<file path="config.mk">
export PLATFORM = sky130hd
export DESIGN_NAME = xtea_key_regs
export DESIGN_NICKNAME = d
export VERILOG_FILES = /design/src/rtl/core/assert_macros.svh /design/src/rtl/core/xtea_pkg.sv /design/src/rtl/core/xtea_key_regs.sv
export SDC_FILE = /design/constraint.sdc
export NUM_CORES = 1
export LEC_CHECK = 0
export BUFFER_PORTS_ARGS = -buffer_cell sky130_fd_sc_hd__buf_2
export CAP_MARGIN = 10
export CORE_UTILIZATION = 42
export DETAILED_ROUTE_END_ITERATION = 10
export GPL_TIMING_DRIVEN = 0
export PLACE_DENSITY = 0.8
export REMOVE_ABC_BUFFERS = 1
export SLEW_MARGIN = 20
export SYNTH_ARGS = -nofsm -noshare
export SYNTH_HDL_FRONTEND = slang
export SYNTH_SLANG_ARGS = --single-unit
</file>
<file path="constraint.sdc">
create_clock -name i_clk -period 1 [get_ports i_clk]
set_input_delay 0.05 -clock i_clk [delete_from_list [all_inputs] [get_ports i_clk]]
set_output_delay 0.05 -clock i_clk [all_outputs]
set_load 0.01 [all_outputs]
</file>
<file path="src/rtl/core/assert_macros.svh">
// ----------------------------------------------------------------------------
// assertion macros shared by the rtl
// ----------------------------------------------------------------------------
`ifndef ASSERT_MACROS_SVH
`define ASSERT_MACROS_SVH

// implication checked while out of reset
`define ASSERT_IMP(label, clk, rst_n, ante, cons) \
    label: assert property (@(posedge clk) disable iff (!rst_n) (ante) |-> (cons)) \
        else $error("assertion failed: implication");

// next-cycle implication checked while out of reset
`define ASSERT_NXT(label, clk, rst_n, ante, cons) \
    label: assert property (@(posedge clk) disable iff (!rst_n) (ante) |=> (cons)) \
        else $error("assertion failed: next cycle");

// next-cycle implication checked at every edge, reset included
`define ASSERT_NXT_ALL(label, clk, ante, cons) \
    label: assert property (@(posedge clk) (ante) |=> (cons)) \
        else $error("assertion failed: next cycle, reset included");

`endif

</file>
<file path="src/rtl/core/xtea_pkg.sv">
// ----------------------------------------------------------------------------
// xtea_pkg
// types, constants and round helpers for the xtea block decryptor
// ----------------------------------------------------------------------------
package xtea_pkg;

    localparam int unsigned WORD_W    = 32;
    localparam int unsigned ROUNDS    = 32;
    localparam int unsigned STAGES    = 2 * ROUNDS;
    localparam int unsigned KEY_WORDS = 4;
    localparam int unsigned KEY_IDX_W = $clog2(KEY_WORDS);

    localparam logic [WORD_W-1:0] DELTA = 32'h9E37_79B9;

    typedef logic [WORD_W-1:0] t_word;
    typedef logic [KEY_WORDS-1:0][WORD_W-1:0] t_key;

    // configuration register indexes
    typedef enum logic [KEY_IDX_W-1:0] {
        KEY_A = 2'd0,
        KEY_B = 2'd1,
        KEY_C = 2'd2,
        KEY_D = 2'd3
    } t_key_idx;

    localparam t_word KEY_A_RST = 32'h0000_ACB6;
    localparam t_word KEY_B_RST = 32'h0000_1344;
    localparam t_word KEY_C_RST = 32'h0000_EC90;
    localparam t_word KEY_D_RST = 32'h0000_285C;

    // feistel mixing of one word
    function automatic t_word mix(input t_word w);
        return ((w << 4) ^ (w >> 5)) + w;
    endfunction

    // key word picked by the low two bits of a selector
    function automatic t_word key_pick(input t_key k, input logic [KEY_IDX_W-1:0] sel);
        return k[sel];
    endfunction

    // running sum seen by half-round s (even: before delta step, odd: after)
    function automatic t_word stage_sum(input int unsigned s);
        logic [63:0]  prod;
        int unsigned  n;
        n    = ROUNDS - (s >> 1) - (s & 1);
        prod = 64'(DELTA) * 64'(n);
        return prod[WORD_W-1:0];
    endfunction

    // key selector of half-round s
    function automatic logic [KEY_IDX_W-1:0] stage_key_sel(input int unsigned s);
        t_word sum;
        sum = stage_sum(s);
        return ((s & 1) != 0) ? sum[1:0] : sum[12:11];
    endfunction

endpackage

</file>
<file path="src/rtl/core/xtea_key_regs.sv">
// ----------------------------------------------------------------------------
// xtea_key_regs
// 128-bit key held as four writable 32-bit registers
// ----------------------------------------------------------------------------
module xtea_key_regs (
    input  logic                             i_clk,
    input  logic                             i_rst_n,
    input  logic                             i_cfg_we,
    input  logic [xtea_pkg::KEY_IDX_W-1:0]   i_cfg_idx,
    input  xtea_pkg::t_word                  i_cfg_data,
    output xtea_pkg::t_key                   o_key
);

    xtea_pkg::t_key r_key;
    xtea_pkg::t_key n_key;

    // write decode
    always_comb begin
        n_key = r_key;
        if (i_cfg_we) begin
            case (xtea_pkg::t_key_idx'(i_cfg_idx))
                xtea_pkg::KEY_A: n_key[xtea_pkg::KEY_A] = i_cfg_data;
                xtea_pkg::KEY_B: n_key[xtea_pkg::KEY_B] = i_cfg_data;
                xtea_pkg::KEY_C: n_key[xtea_pkg::KEY_C] = i_cfg_data;
                xtea_pkg::KEY_D: n_key[xtea_pkg::KEY_D] = i_cfg_data;
                default: n_key = r_key;
            endcase
        end
    end

    // key registers
    always_ff @(posedge i_clk) begin
        if (!i_rst_n) begin
            r_key[xtea_pkg::KEY_A] <= xtea_pkg::KEY_A_RST;
            r_key[xtea_pkg::KEY_B] <= xtea_pkg::KEY_B_RST;
            r_key[xtea_pkg::KEY_C] <= xtea_pkg::KEY_C_RST;
            r_key[xtea_pkg::KEY_D] <= xtea_pkg::KEY_D_RST;
        end else begin
            r_key <= n_key;
        end
    end

    assign o_key = r_key;

endmodule

</file>
### Word level (Yosys, flattened, before mapping)

Index checks and enable logic that the tools add are counted.

* flip-flop bits (word level): 128
* latch bits: 0
* memory bits (writable): 0
* bits in read-only memories: 0
* input bits: 37
* output and inout port bits: 128
* logic and storage cells: 12
* memories: 0

* add/subtract/negate cells: 0
* $mul: 0
* divide/modulo/power cells: 0
* order comparisons: 0
* equal/unequal tests: 3
* shift-type cells: 0
* mux-type cells: 0
* bitwise operators: 0
* reductions and logical operators: 5

Operators with widths (count)
* $reduce_and A2 Y1: 4
* $eq A2 B2 Y1 const B: 2
* $eq A2 B1 Y1 const B: 1
* $logic_not A2 Y1: 1

### Depth between registers and ports, before layout

* depth after elaboration: 2
* mapped depth: 5
* mapped depth without buffers: 2

### Worst setup path after synthesis

Ideal clock, no wire load.

* path type: input port to flip-flop
* from: in i_rst_n
* to: reg r_key (netlist bit o_key[1])
* setup time: 0.141 ns
* data arrival time: 0.690 ns
* data required time: 0.859 ns
* slack: 0.169 ns
* cell stages on the path: 4
* buffers on the path: 3
* cell sequence: buf_2 buf_2 clkbuf_1 o211ai_1

RTL lines
* from (decl): line xtea_key_regs.sv:7 `input logic i_rst_n,`
* to (signal, indexed assignment): line xtea_key_regs.sv:34 `r_key[xtea_pkg::KEY_A] <= xtea_pkg::KEY_A_RST;`
* to (signal, indexed assignment): line xtea_key_regs.sv:35 `r_key[xtea_pkg::KEY_B] <= xtea_pkg::KEY_B_RST;`
* to (signal, indexed assignment): line xtea_key_regs.sv:36 `r_key[xtea_pkg::KEY_C] <= xtea_pkg::KEY_C_RST;`
* to (decl): line xtea_key_regs.sv:14 `xtea_pkg::t_key r_key;`

No word-level cell between the ends.

### Worst setup path in the final report

* from: reg r_key (netlist bit o_key[109])
* to: out o_key[109] in the netlist's numbering

RTL lines
* to (decl): line xtea_key_regs.sv:11 `output xtea_pkg::t_key o_key`

No word-level cell between the ends.

==> run metrics <==
CP max stage cell dfxtp_1; max reg flops approximately 130; Max Freq about 1000 MHz; Layout Nets about 700; vias in the first global route roughly 3800; detailed-route via count 3925; largest net degree at the start of global routing 92; Comb power frac 8.3%; H-tree levels 4; Post-Layout Cell Count 812; final worst slack 0.0426 ns; peak supply drop 1.51 mV; worst-path cell chain buf_2; max-cap violation count 0; P_leak 3.39 nW; Num CTS Buffers 17; RSZ-0062 raised after global routing no; CTS root buffer clkbuf_16; crit path max fanout 2; most frequent cells in the layout buf_2, nand2_1, dfxtp_1; post-synthesis sequential area ratio 52.5%; DR WL/cell 14.7 µm; Hold WS -0.0173 ns; switching part of the total power ~22%; Final setup viols 0; startpoint types register; Slew Viols, Final 0; Vias/cell about 4.8; Seq pwr share 41.7%; post-route cell area 6720 µm²; R2R Path End o_key[109]; IO Pins 165; die height 110 µm; main combinational cell family by area after synthesis multiplexers; I/O Buffers between 150 and 200; # rows 38; number of cells on the worst reg-to-reg path 2; Post-Route Skew 0 ns; all-layer global routing usage between 10% and 20%; gr ovfl total 0; Reg2Reg Setup Slack 0.29 ns; Post-Synth Simple-Gate Area 16.5%; WHS Path Cells 2; Worst Hold Launch i_rst_n; Compound-Gate Fraction of Synth Area 1.15%; hold endpoint o_key[1]; initial antenna violation count 0; antenna diode count 0; Yosys warnings 0; area added between synthesis and finish 37.8%; power share of the clock group 50.0%; die area 12000 µm²; Required @ worst endpoint 0.95 ns; drt pass-1 iters 4; DRT Wirelength around 12000 µm; placed cell areas 5740 µm²; P_sw 0.00284 W; Arr. time, crit path just over 0.9 ns; DRC Markers 0; fill cell count 928; Slew headroom 55.1%; Synth Area in XOR/XNOR 0%; placed wire-length estimate 7600 µm; mux contribution to synthesized area approximately 25%; Pint slightly above 0.01 W; Max Buffers Root-to-Sink 2; WS Path Type register to primary output; outcome finished with violations; pre-CTS WS -0.842 ns; Power Total 0.0129 W; worst path bufs/invs 1; core area 11100 µm²; Critical Path Sink Type primary output; CTS tree yes; most common cell after layout, fill and taps aside buf_2; Final period util 95.7%; Final Critical Period around 0.96 ns; Mapped Cells between 400 and 500; first-pass GRT wire length ~18000 µm; final hold vios 2; DIE WIDTH 110 µm; CP delay by family, top flip-flops; syn_area_per_cell ~10 µm²; adder and majority cell fraction of the synthesized area 0%; DR iter-0 viols ~170; initial core utilization 44.0%; Worst Tran Pin Value 0.673 ns; clock sink count ~130; GP Congestion between 0.7 and 0.8; Synth cell types 19; R2R Path Start o_key[109]; number of synthesized register bits between 100 and 150; Syn Std Cell Area 4880 µm²; PD cells between 1500 and 2000 nW/µm²; CP peak stage delay around 0.34 ns; violated checks hold timing; layout cells sized above 1 a little under a third; clk_lat worst skew 0.41 ns; Reg clk slew, reported paths 0.06 ns; Routed Antenna Nets 0; DP Cell Count 746; Hold WC Path Type input pin to register
synthesized netlist by cell type (all sizes together):
master | count | area [µm²]
nand2 | 133 | 499
dfxtp | 128 | 2560
mux2i | 121 | 1210
nor2b | 28 | 175
buf | 27 | 188
clkbuf | 8 | 30.0
inv | 6 | 22.5
o211ai | 6 | 45.0
nand4b | 4 | 35.0
and3b | 2 | 17.5
nand3b | 2 | 22.5
nand4bb | 2 | 22.5
a31oi | 1 | 6.26
and4b | 1 | 10.0
nand3 | 1 | 17.5
nor3b | 1 | 7.51
o21ai | 1 | 5.00
power by group through the flow:
stage / logic [W] / clock network, W / registers (W)
after floorplan: 0.000388 / 0 / 0.00557
after global placement: 0.000930 / 0 / 0.00548
after detailed placement: 0.000964 / 0 / 0.00549
after CTS: 0.00107 / 0.00654 / 0.00538
after global routing: 0.00117 / 0.00678 / 0.00540
final: 0.00108 / 0.00645 / 0.00538
layer usage:
metal	part of all wire, %	wire (µm)	track usage, %	vias up
met5	0	0	0	-
met4	1.6	190	9.24	0
met3	5.9	704	6.34	19
met2	51	6040	34.3	124
met1	42	5010	22.5	1839
li1	-	-	-	1943
kinds of logic (layout without fill, tap and decap cells):
kind of cell	Yosys count	in the layout
AND/OR/NAND/NOR	174	174
flip-flops	128	128
buffers and inverters	41	241
multiplexers	121	121
AO/OA/AOI/OAI	8	8
stage by stage:
stage          util (%)  TNS (ns)  hold WS [ns]
4_1_cts            60.5         0       0.00101
6_report           60.7         0       -0.0173
2_1_floorplan         -    -97.64         0.126
3_5_place_dp       51.8    -51.19         0.321
3_3_place_gp       51.1   -295.05         0.313
5_1_grt            60.7         0       0.00295
how the worst max path moves through the flow:
stage	startpoint	to	cells past startpoint
2_1_floorplan	i_cfg_idx[1]	o_key[0]	2
3_3_place_gp	i_cfg_we	o_key[20]	3
3_5_place_dp	i_cfg_we	o_key[20]	5
4_1_cts	i_cfg_idx[1]	o_key[100]	3
5_1_grt	o_key[124]	o_key[124]	1
6_report	o_key[109]	o_key[109]	1
layout make-up:
cell class | count | area (µm²) | share of cell area [%]
Multi-Input combinational cell | 303 | 2100 | 31.2
Sequential cell | 128 | 2560 | 38.1
Inverter | 6 | 22.5 | 0.335
Tap cell | 140 | 175 | 2.61
Clock inverter | 11 | 161 | 2.40
Timing Repair Buffer | 203 | 1240 | 18.5
Clock buffer | 21 | 460 | 6.85
what timing repair did:
action                                  CTS  global route
endpoints found under the hold margin   118             2
setup buffers                             2             0
hold buffers                             31             1
endpoints found under the setup margin   29            41
pin swaps                                 0             1
resized for setup                         3             4
No activity file was read; power rests on OpenSTA's default activity.
