## config.mk

```make
export PLATFORM = sky130hd
export DESIGN_NAME = xtea_half_round
export DESIGN_NICKNAME = d
export VERILOG_FILES = /design/src/rtl/core/assert_macros.svh /design/src/rtl/core/xtea_pkg.sv /design/src/rtl/core/xtea_half_round.sv
export SDC_FILE = /design/constraint.sdc
export NUM_CORES = 1
export LEC_CHECK = 0
export BUFFER_PORTS_ARGS = -buffer_cell sky130_fd_sc_hd__buf_2
export CAP_MARGIN = 20
export CORE_MARGIN = 1.5
export CORE_UTILIZATION = 61
export CTS_CLUSTER_SIZE = 40
export DETAILED_ROUTE_END_ITERATION = 10
export PLACE_DENSITY = 0.87
export SYNTH_ARGS = -nofsm -noshare
export SYNTH_HDL_FRONTEND = slang
export SYNTH_SLANG_ARGS = --single-unit
```

## constraint.sdc

```tcl
create_clock -name i_clk -period 18.6 [get_ports i_clk]
set_input_delay 5.58 -clock i_clk [delete_from_list [all_inputs] [get_ports i_clk]]
set_output_delay 5.58 -clock i_clk [all_outputs]
set_load 0.01 [all_outputs]
```

## src/rtl/core/assert_macros.svh

```systemverilog
// ----------------------------------------------------------------------------
// assertion macros shared by the rtl
// ----------------------------------------------------------------------------
`ifndef ASSERT_MACROS_SVH
`define ASSERT_MACROS_SVH

// implication checked while out of reset
`define ASSERT_IMP(label, clk, rst_n, ante, cons) \
    label: assert property (@(posedge clk) disable iff (!rst_n) (ante) |-> (cons)) \
        else $error("assertion failed: implication");

// next-cycle implication checked while out of reset
`define ASSERT_NXT(label, clk, rst_n, ante, cons) \
    label: assert property (@(posedge clk) disable iff (!rst_n) (ante) |=> (cons)) \
        else $error("assertion failed: next cycle");

// next-cycle implication checked at every edge, reset included
`define ASSERT_NXT_ALL(label, clk, ante, cons) \
    label: assert property (@(posedge clk) (ante) |=> (cons)) \
        else $error("assertion failed: next cycle, reset included");

`endif

```

## src/rtl/core/xtea_pkg.sv

```systemverilog
// ----------------------------------------------------------------------------
// xtea_pkg
// types, constants and round helpers for the xtea block decryptor
// ----------------------------------------------------------------------------
package xtea_pkg;

    localparam int unsigned WORD_W    = 32;
    localparam int unsigned ROUNDS    = 32;
    localparam int unsigned STAGES    = 2 * ROUNDS;
    localparam int unsigned KEY_WORDS = 4;
    localparam int unsigned KEY_IDX_W = $clog2(KEY_WORDS);

    localparam logic [WORD_W-1:0] DELTA = 32'h9E37_79B9;

    typedef logic [WORD_W-1:0] t_word;
    typedef logic [KEY_WORDS-1:0][WORD_W-1:0] t_key;

    // configuration register indexes
    typedef enum logic [KEY_IDX_W-1:0] {
        KEY_A = 2'd0,
        KEY_B = 2'd1,
        KEY_C = 2'd2,
        KEY_D = 2'd3
    } t_key_idx;

    localparam t_word KEY_A_RST = 32'h0000_ACB6;
    localparam t_word KEY_B_RST = 32'h0000_1344;
    localparam t_word KEY_C_RST = 32'h0000_EC90;
    localparam t_word KEY_D_RST = 32'h0000_285C;

    // feistel mixing of one word
    function automatic t_word mix(input t_word w);
        return ((w << 4) ^ (w >> 5)) + w;
    endfunction

    // key word picked by the low two bits of a selector
    function automatic t_word key_pick(input t_key k, input logic [KEY_IDX_W-1:0] sel);
        return k[sel];
    endfunction

    // running sum seen by half-round s (even: before delta step, odd: after)
    function automatic t_word stage_sum(input int unsigned s);
        logic [63:0]  prod;
        int unsigned  n;
        n    = ROUNDS - (s >> 1) - (s & 1);
        prod = 64'(DELTA) * 64'(n);
        return prod[WORD_W-1:0];
    endfunction

    // key selector of half-round s
    function automatic logic [KEY_IDX_W-1:0] stage_key_sel(input int unsigned s);
        t_word sum;
        sum = stage_sum(s);
        return ((s & 1) != 0) ? sum[1:0] : sum[12:11];
    endfunction

endpackage

```

## src/rtl/core/xtea_half_round.sv

```systemverilog
// ----------------------------------------------------------------------------
// xtea_half_round
// one registered half-round: updates one word of the pair from the other
// ----------------------------------------------------------------------------
module xtea_half_round (
    input  logic            i_clk,
    input  logic            i_rst_n,
    input  logic            i_en,
    input  logic            i_half,
    input  xtea_pkg::t_word i_sum_key,
    input  logic            i_valid,
    input  xtea_pkg::t_word i_w0,
    input  xtea_pkg::t_word i_w1,
    output logic            o_valid,
    output xtea_pkg::t_word o_w0,
    output xtea_pkg::t_word o_w1
);

    logic            r_valid;
    xtea_pkg::t_word r_w0;
    xtea_pkg::t_word r_w1;
    xtea_pkg::t_word n_w0;
    xtea_pkg::t_word n_w1;
    xtea_pkg::t_word src;
    xtea_pkg::t_word dst;
    xtea_pkg::t_word upd;

    // first half updates w1 from w0, second half updates w0 from w1
    always_comb begin
        src  = i_half ? i_w1 : i_w0;
        dst  = i_half ? i_w0 : i_w1;
        upd  = dst - (xtea_pkg::mix(src) ^ i_sum_key);
        n_w0 = i_half ? upd : i_w0;
        n_w1 = i_half ? i_w1 : upd;
    end

    // valid bit
    always_ff @(posedge i_clk) begin
        if (!i_rst_n) begin
            r_valid <= 1'b0;
        end else if (i_en) begin
            r_valid <= i_valid;
        end
    end

    // payload
    always_ff @(posedge i_clk) begin
        if (i_en) begin
            r_w0 <= n_w0;
            r_w1 <= n_w1;
        end
    end

    assign o_valid = r_valid;
    assign o_w0    = r_w0;
    assign o_w1    = r_w1;

endmodule
```

Word level (Yosys, flattened, before mapping)

Index checks and enable logic that the tools add are counted.

Mux-type cells: 4
Bitwise logic cells: 2
Add/sub/neg operators: 2

Operators with widths:

| cell                          | count |
|---|---|
| two-way mux 32 bit            | 4 |
| adder 32 bit                  | 1 |
| subtractor 32 bit             | 1 |
| bitwise XOR 32 x 27 -> 32 bit | 1 |
| bitwise XOR 32 bit            | 1 |

Register bits after elaboration: 65
Word-level logic and storage cells: 11
Input port bits: 101
Output and inout bits: 65

Longest topological paths before layout

Gate-level depths: netlist of run 1.

Depth in word-level cells: 6
Gate-level depth with buffers: 28
Depth with buffers taken out: 24

Worst setup path before layout of run 1

Ideal clock, no wire load.

Kind: input to register
From: input port i_half
To: register r_w0[31], in the netlist o_w0[31], data pin
Setup time: 0.133 ns
Stages: 27
Slack: 7.013 ns
Arrival: 11.454 ns
Required time: 18.467 ns
Path buffers: 5
Cells stage by stage: clkbuf_1 buf_1 clkbuf_1 buf_1 clkbuf_1 o21ai_0 ha_1 fa_1 a21o_1 a21oi_1 o21ai_0 a221oi_4 o311a_1 nor2_1 or2_2 a21oi_1 xnor2_1 ha_1 a21o_1 a21o_1 a21o_1 nand2_1 o21ai_0 o31ai_1 nand2_1 a2111oi_0 a311o_1

Cells in the longest elaborated chain, start to end: 6
Elaborated cells between the ends (all ways): 7
Those cells by class: add/sub (2); mux (3); bitwise (2)

RTL lines:

| what                          | RTL line              | RTL |
|---|---|---|
| start, declared               | xtea_half_round.sv:9  | `input logic i_half,` |
| two-way mux 32 bit            | xtea_half_round.sv:30 | `src = i_half ? i_w1 : i_w0;` |
| bitwise XOR 32 x 27 -> 32 bit | xtea_pkg.sv:33        | `return ((w << 4) ^ (w >> 5)) + w;` |
| adder 32 bit                  | xtea_pkg.sv:33        |  |
| bitwise XOR 32 bit            | xtea_half_round.sv:32 | `upd = dst - (xtea_pkg::mix(src) ^ i_sum_key);` |
| subtractor 32 bit             | xtea_half_round.sv:32 |  |
| two-way mux 32 bit *          | xtea_half_round.sv:33 | `n_w0 = i_half ? upd : i_w0;` |
| via n_w0[31]                  | xtea_half_round.sv:22 | `xtea_pkg::t_word n_w0;` |
| end signal, assigned          | xtea_half_round.sv:49 | `r_w0 <= n_w0;` |
| end, declared                 | xtea_half_round.sv:20 | `xtea_pkg::t_word r_w0;` |

Mark *: on every way through the listed nets, which the timed path passes. The rest lies on a longest branch.
A chain may end at the register's enable or synchronous reset.

Worst setup path in the final report of run 1

Ends and elaborated chain as after synthesis.

==> impl_metrics.ini, run 1 <==
[yosys]
synth_area_mm2 = 0.00760
ys.flop_type = edfxtp_1
post_synth.cell_area_avg_um2 = 8.75
ys_ff_latch = 65
synth_seq_area_share_pct = 25.5
synth_warnings = 0
synth-edff-count = 64
netlist_instances = 869
synthesis.nets = 1039
synthArstFlopShare_pct = 0
synthDistinctLibCells = 61

[clock_tree]
cts-root-buf = clkbuf_16
clock_latency_ps = 330
postCtsSetupBuffers = 0
cts_max_level = 3
clockBufferDepth = 2
cts_made_buffers = 9
post_cts_resized = 0
cts_tree = yes
cts_hold_buf = 0
cts.clk_slew.worst_paths_ps = 70
cts.sinks = 65

[critical_path]
crit_required_ps = 18810
cp_slowest_cell = buf_4
startpoint_type = input port
setup.worst_path.class = input port to flip-flop
arrival_ps = 12570
path_max_fanout = 91
cpMostUsedCell = a21o_1
crit_path_end_kind = flip-flop
slowest_delay_ps = 780

[floorplan]
pin_count = 166
start_util_pct = 63.0
die_y_um = 115
dieArea_mm2 = 0.0131
core_mm2 = 0.0121
chipWidth_um = 115
rows = 40

[timing]
rsz0062_at_grt = no
fin_skew_ps = 0
slew_violations = 0
hold-worst-slack_ps = 523
setup_violations = 0
fin_setup_tns_ps = 0
timing.final.ws_setup_ps = 6240
final-hold-violation-count = 0
fmax_ghz = 0.0809
maxSlewHeadroom_pct = 43.6
timing.final.crit_share_pct = 66.5
tightest_slew_ps = 846
fin_crit_ps = 12360

[drt]
viasPerCell = 6.32
wl_per_cell_um = 18.9
vias = 7518
drc_errors = 0
detail-route-antenna-nets = 0
firstDrtPassIters = 6
drt_wl_total_mm = 22.5
drt_iter0_drc = 1004

[finish]
drive_gt1_share_pct = 22.5
layout.area.seq_mm2 = 0.00194
mostFrequentLayoutCells = 164 x buf_2, 80 x xnor2_1, 69 x o21ai_0
nets = 1186
final_common_cell = buf_2
fin_cells = 1189
diodes = 0
n_fill_cell = 948
layout.cell_area.non_filler_mm2 = 0.00885
syn_to_final_growth_pct = 16.4
multi_input_area_mm2 = 0.00542

[pwr]
irDropWorstVdd_v = 0.0000570
p_leak_uw = 0.00399
powerDensity_mw_per_mm2 = 130

[place]
hpwl_mm = 18.0
post_dp_cell_area_mm2 = 0.00854
gp_congestion = 1.02
dp_cells = 1173
pre_cts_slack_ps = 6110
port_buffers = 165

[worst_hold_path]
min_path_type = flip-flop to flip-flop

[global_route]
overflow = 0
grt.total_usage_pct = 34.5
grt_pass1_wl_mm = 35.0
grt_pass1_vias = 6802
grt_max_degree = 92
antenna_found_initial = 0

[status]
status = finished, final reports clean

[flow_run]
maxCapViolCount = 0
[path summary, 6_finish.rpt]
| kind | cells after the start | slack, ps | startpoint | end |
|---|---|---|---|---|
| max | 25 | 6240 | i_half | o_w0[31]$_DFFE_PP_ |
| min | 2 | 520 | o_valid$_SDFFE_PN0P_ | o_valid$_SDFFE_PN0P_ |
| max reg2reg | 2 | 18010 | o_valid$_SDFFE_PN0P_ | o_valid$_SDFFE_PN0P_ |
| min reg2reg | 2 | 520 | o_valid$_SDFFE_PN0P_ | o_valid$_SDFFE_PN0P_ |
[registers in the layout, summed over array words and instances (netlist names)]
signal   cells
o_w0        32
o_w1        32
o_valid      1
[through the flow]
step	util (%)	total power [uW]
6_report	73.4	1150
5_1_grt	73.4	1230
4_1_cts	73.4	1130
3_5_place_dp	70.8	948
3_3_place_gp	70.8	933
2_1_floorplan	-	751
[synthesized netlist by cell type (18+ instances only)]
library cell / n / area, um2
nor2_1: 42 / 158
a21oi_1: 67 / 335
edfxtp_1: 64 / 1920
xnor2_1: 80 / 701
mux2_2: 37 / 417
inv_1: 32 / 120
a21o_1: 47 / 353
clkbuf_1: 22 / 82.6
ha_1: 67 / 838
xor2_1: 32 / 280
nand3_1: 27 / 135
o21ai_0: 69 / 345
nor2b_1: 25 / 156
nand2_1: 66 / 248
nor3_1: 18 / 90.1
[cells by family (layout without fill, tap and decap cells)]
family	after synthesis	after routing	share of synthesized area [%]
compound gates	275	275	23.3
xor+xnor	119	119	14.9
fa+ha+maj	69	69	11.6
buf+inv	64	216	3.16
flops	65	65	25.5
mux	43	43	6.27
simple gates	234	234	15.3
[worst max-delay path, delay by kind of cell]
kind	cells	cell delay, ps
buffers and inverters	4	1780
adder cells (fa/ha/maj)	2	830
AND/OR/NAND/NOR	3	450
XOR/XNOR	1	180
AO/OA/AOI/OAI	15	3730
[per-layer routing]
layer	GRT usage [%]	vias up	wire, um
li1	-	3530	-
met1	51.3	3466	9930
met2	51.4	471	9450
met3	6.25	51	2630
met4	9.42	0	492
met5	0	-	0
[layout make-up]
cell class	instances	share of cell area, %
repair buffers	168	9.62
clock buffers	10	2.70
multi-input cells	740	61.3
flip-flops and latches	65	21.9
inverters	32	1.36
well taps	168	2.38
clock inverters	6	0.750
[power breakdown]
part	internal [uW]	switching [uW]	total, uW	leakage, uW
Sequential	227	10.4	238	0.000633
Clock	108	67.4	175	0.000141
Combinational	290	445	735	0.00322
Note: power is estimated with default switching activity, not from simulation.
==> run 2: changes to the inputs <==
ABC_AREA = 1   (was default)
CORE_UTILIZATION = 51   (was 61)
PLACE_DENSITY = 0.78   (was 0.87)
clock period = 10.3 ns   (was 18.6 ns; I/O delays follow)
==> run 2 against run 1 <==
Critical path depth up 5. Design area down 0.35%. Clock power up 73%. Clock skew unchanged. Routed wire length up 5.5%. Combinational power up 67%. Sequential cell count unchanged. Largest cell class unchanged. Count of clock-buffer cells in the layout up 1. Via count up 5.0%. Register-to-register slack worse by 8400 ps. Core utilization down 13 points.
==> impl_metrics.ini, run 2 <==
[floorplan]
pin_count = 166
die_y_um = 125
core_mm2 = 0.0145
rows = 44
start_util_pct = 52.1
chipWidth_um = 125
dieArea_mm2 = 0.0156

[critical_path]
setup.worst_path.class = input port to flip-flop
crit_required_ps = 10380
slowest_delay_ps = 510
startpoint_type = input port
rr_worst_depth = 2
path_max_fanout = 59
arrival_ps = 8450
crit_path_end_kind = flip-flop
cp_slowest_cell = inv_2
cpMostUsedCell = nand2_1

[timing]
rsz0062_at_grt = no
slew_violations = 0
fmax_ghz = 0.120
maxSlewHeadroom_pct = 41.6
tightest_slew_ps = 867
fin_skew_ps = 0
final-hold-violation-count = 0
fin_crit_ps = 8360
fin_setup_tns_ps = 0
timing.final.crit_share_pct = 81.2
setup_violations = 0

[clock_tree]
cts.clk_slew.worst_paths_ps = 50
cts.sinks = 65
clock_latency_ps = 330
cts_hold_buf = 0
cts_max_level = 3
cts-root-buf = clkbuf_16
cts_tree = yes
clockBufferDepth = 2
postCtsSetupBuffers = 0
post_cts_resized = 0
cts_made_buffers = 9

[worst_hold_path]
hold_depth = 2
min_path_type = flip-flop to flip-flop

[finish]
mostFrequentLayoutCells = 316 x nand2_1, 164 x buf_2, 85 x inv_1
layout.cell_area.non_filler_mm2 = 0.00882
final_common_cell = nand2_1
drive_gt1_share_pct = 19.7
diodes = 0
nets = 1393
finish.utilization_pct = 60.7
syn_to_final_growth_pct = 16.3

[drt]
drt_iter0_drc = 879
vias = 7894
firstDrtPassIters = 5
detail-route-antenna-nets = 0
wl_per_cell_um = 16.8
drc_errors = 0
drt_wl_total_mm = 23.7
viasPerCell = 5.59

[pwr]
p_leak_uw = 0.00440
irDropWorstVdd_v = 0.000120
p_total_uw = 1950
powerDensity_mw_per_mm2 = 222

[global_route]
grt.total_usage_pct = 29.8
grt_max_degree = 67
grt_pass1_wl_mm = 36.7
overflow = 0
grt_pass1_vias = 7147
antenna_found_initial = 0

[place]
post_dp_cell_area_mm2 = 0.00853
port_buffers = 165
gp_congestion = 0.996
hpwl_mm = 19.8

[yosys]
synth_common_cells = 316 x nand2_1, 85 x inv_1, 82 x o21ai_0, 74 x nor2_1, 67 x ha_1
synth.most_common_cell = nand2_1
synth-edff-count = 64
netlist_instances = 1067
synthDistinctLibCells = 46
ys.flop_type = edfxtp_1
synth_warnings = 0
ys_ff_latch = 65
synthArstFlopShare_pct = 0
synth.largest_area_cell = edfxtp_1
synthesis.nets = 1237
netlist.area_leader.share_pct = 25.4
synth_area_mm2 = 0.00758
netlist_top_cells_area = edfxtp_1 25%, nand2_1 16%, ha_1 11%
post_synth.cell_area_avg_um2 = 7.10
synth_seq_area_share_pct = 25.6

[status]
status = finished, final reports clean

[flow_run]
maxCapViolCount = 0
## run 2: cell count changes after synthesis, sizes merged, moves of 29 or more
cell | previous run | this run
a21o | 47 | 7
inv | 32 | 91
mux2 | 37 | 0
nand2 | 66 | 345
nand3 | 27 | 56
nor2 | 42 | 80
xnor2 | 81 | 38
## run 2: cell type report
| cell class | count | area, um2 |
|---|---|---|
| Tap cell | 184 | 230 |
| Timing Repair Buffer | 168 | 851 |
| Sequential cell | 65 | 1940 |
| Multi-Input combinational cell | 888 | 5160 |
| Clock inverter | 5 | 56.3 |
| Inverter | 91 | 342 |
| Fill cell | 1400 | 5720 |
| Clock buffer | 11 | 233 |
## run 2: path summary, 6_finish.rpt
| check | slack, ps | to | start |
|---|---|---|---|
| max | 1940 | o_w1[31]$_DFFE_PP_ | i_half |
| min | 550 | o_valid$_SDFFE_PN0P_ | o_valid$_SDFFE_PN0P_ |
| max reg2reg | 9640 | o_valid$_SDFFE_PN0P_ | o_valid$_SDFFE_PN0P_ |
| min reg2reg | 550 | o_valid$_SDFFE_PN0P_ | o_valid$_SDFFE_PN0P_ |
## run 2: cell families after synthesis
kind of cell    synth area share, %
xor+xnor                       11.2
simple gates                   29.8
compound gates                 15.4
flops                          25.6
mux                           0.132
buf+inv                        6.24
fa+ha+maj                      11.6
## run 2: layer usage
layer / vias to the layer above / wire (um) / track usage, %
met1: 3563 / 10900 / 44.1
met4: 0 / 423 / 6.55
met2: 395 / 10000 / 45.4
met3: 36 / 2350 / 5.28
met5: - / 0 / 0
li1: 3900 / - / -
## run 2: worst max-delay path: cells and delay by family
kind            cells  cell delay [ps]
compound gates      6             1160
xor+xnor            1              180
fa+ha+maj           2              740
buf+inv             4             1520
simple gates       17             1700
## run 2: metrics by stage
| step | cells | setup slack, ps | hold WS [ps] |
|---|---|---|---|
| floorplan | 1067 | 3210 | 555 |
| global placement | 1396 | 1850 | 531 |
| detailed placement | 1396 | 1730 | 533 |
| CTS | 1412 | 2080 | 555 |
| global route | 1412 | 1500 | 580 |
| finish | 1412 | 1940 | 546 |
## run 2: power by group
part | switching (uW) | total (uW) | internal, uW
combinational | 794 | 1230 | 441
sequential | 18.8 | 417 | 398
clock | 115 | 302 | 187
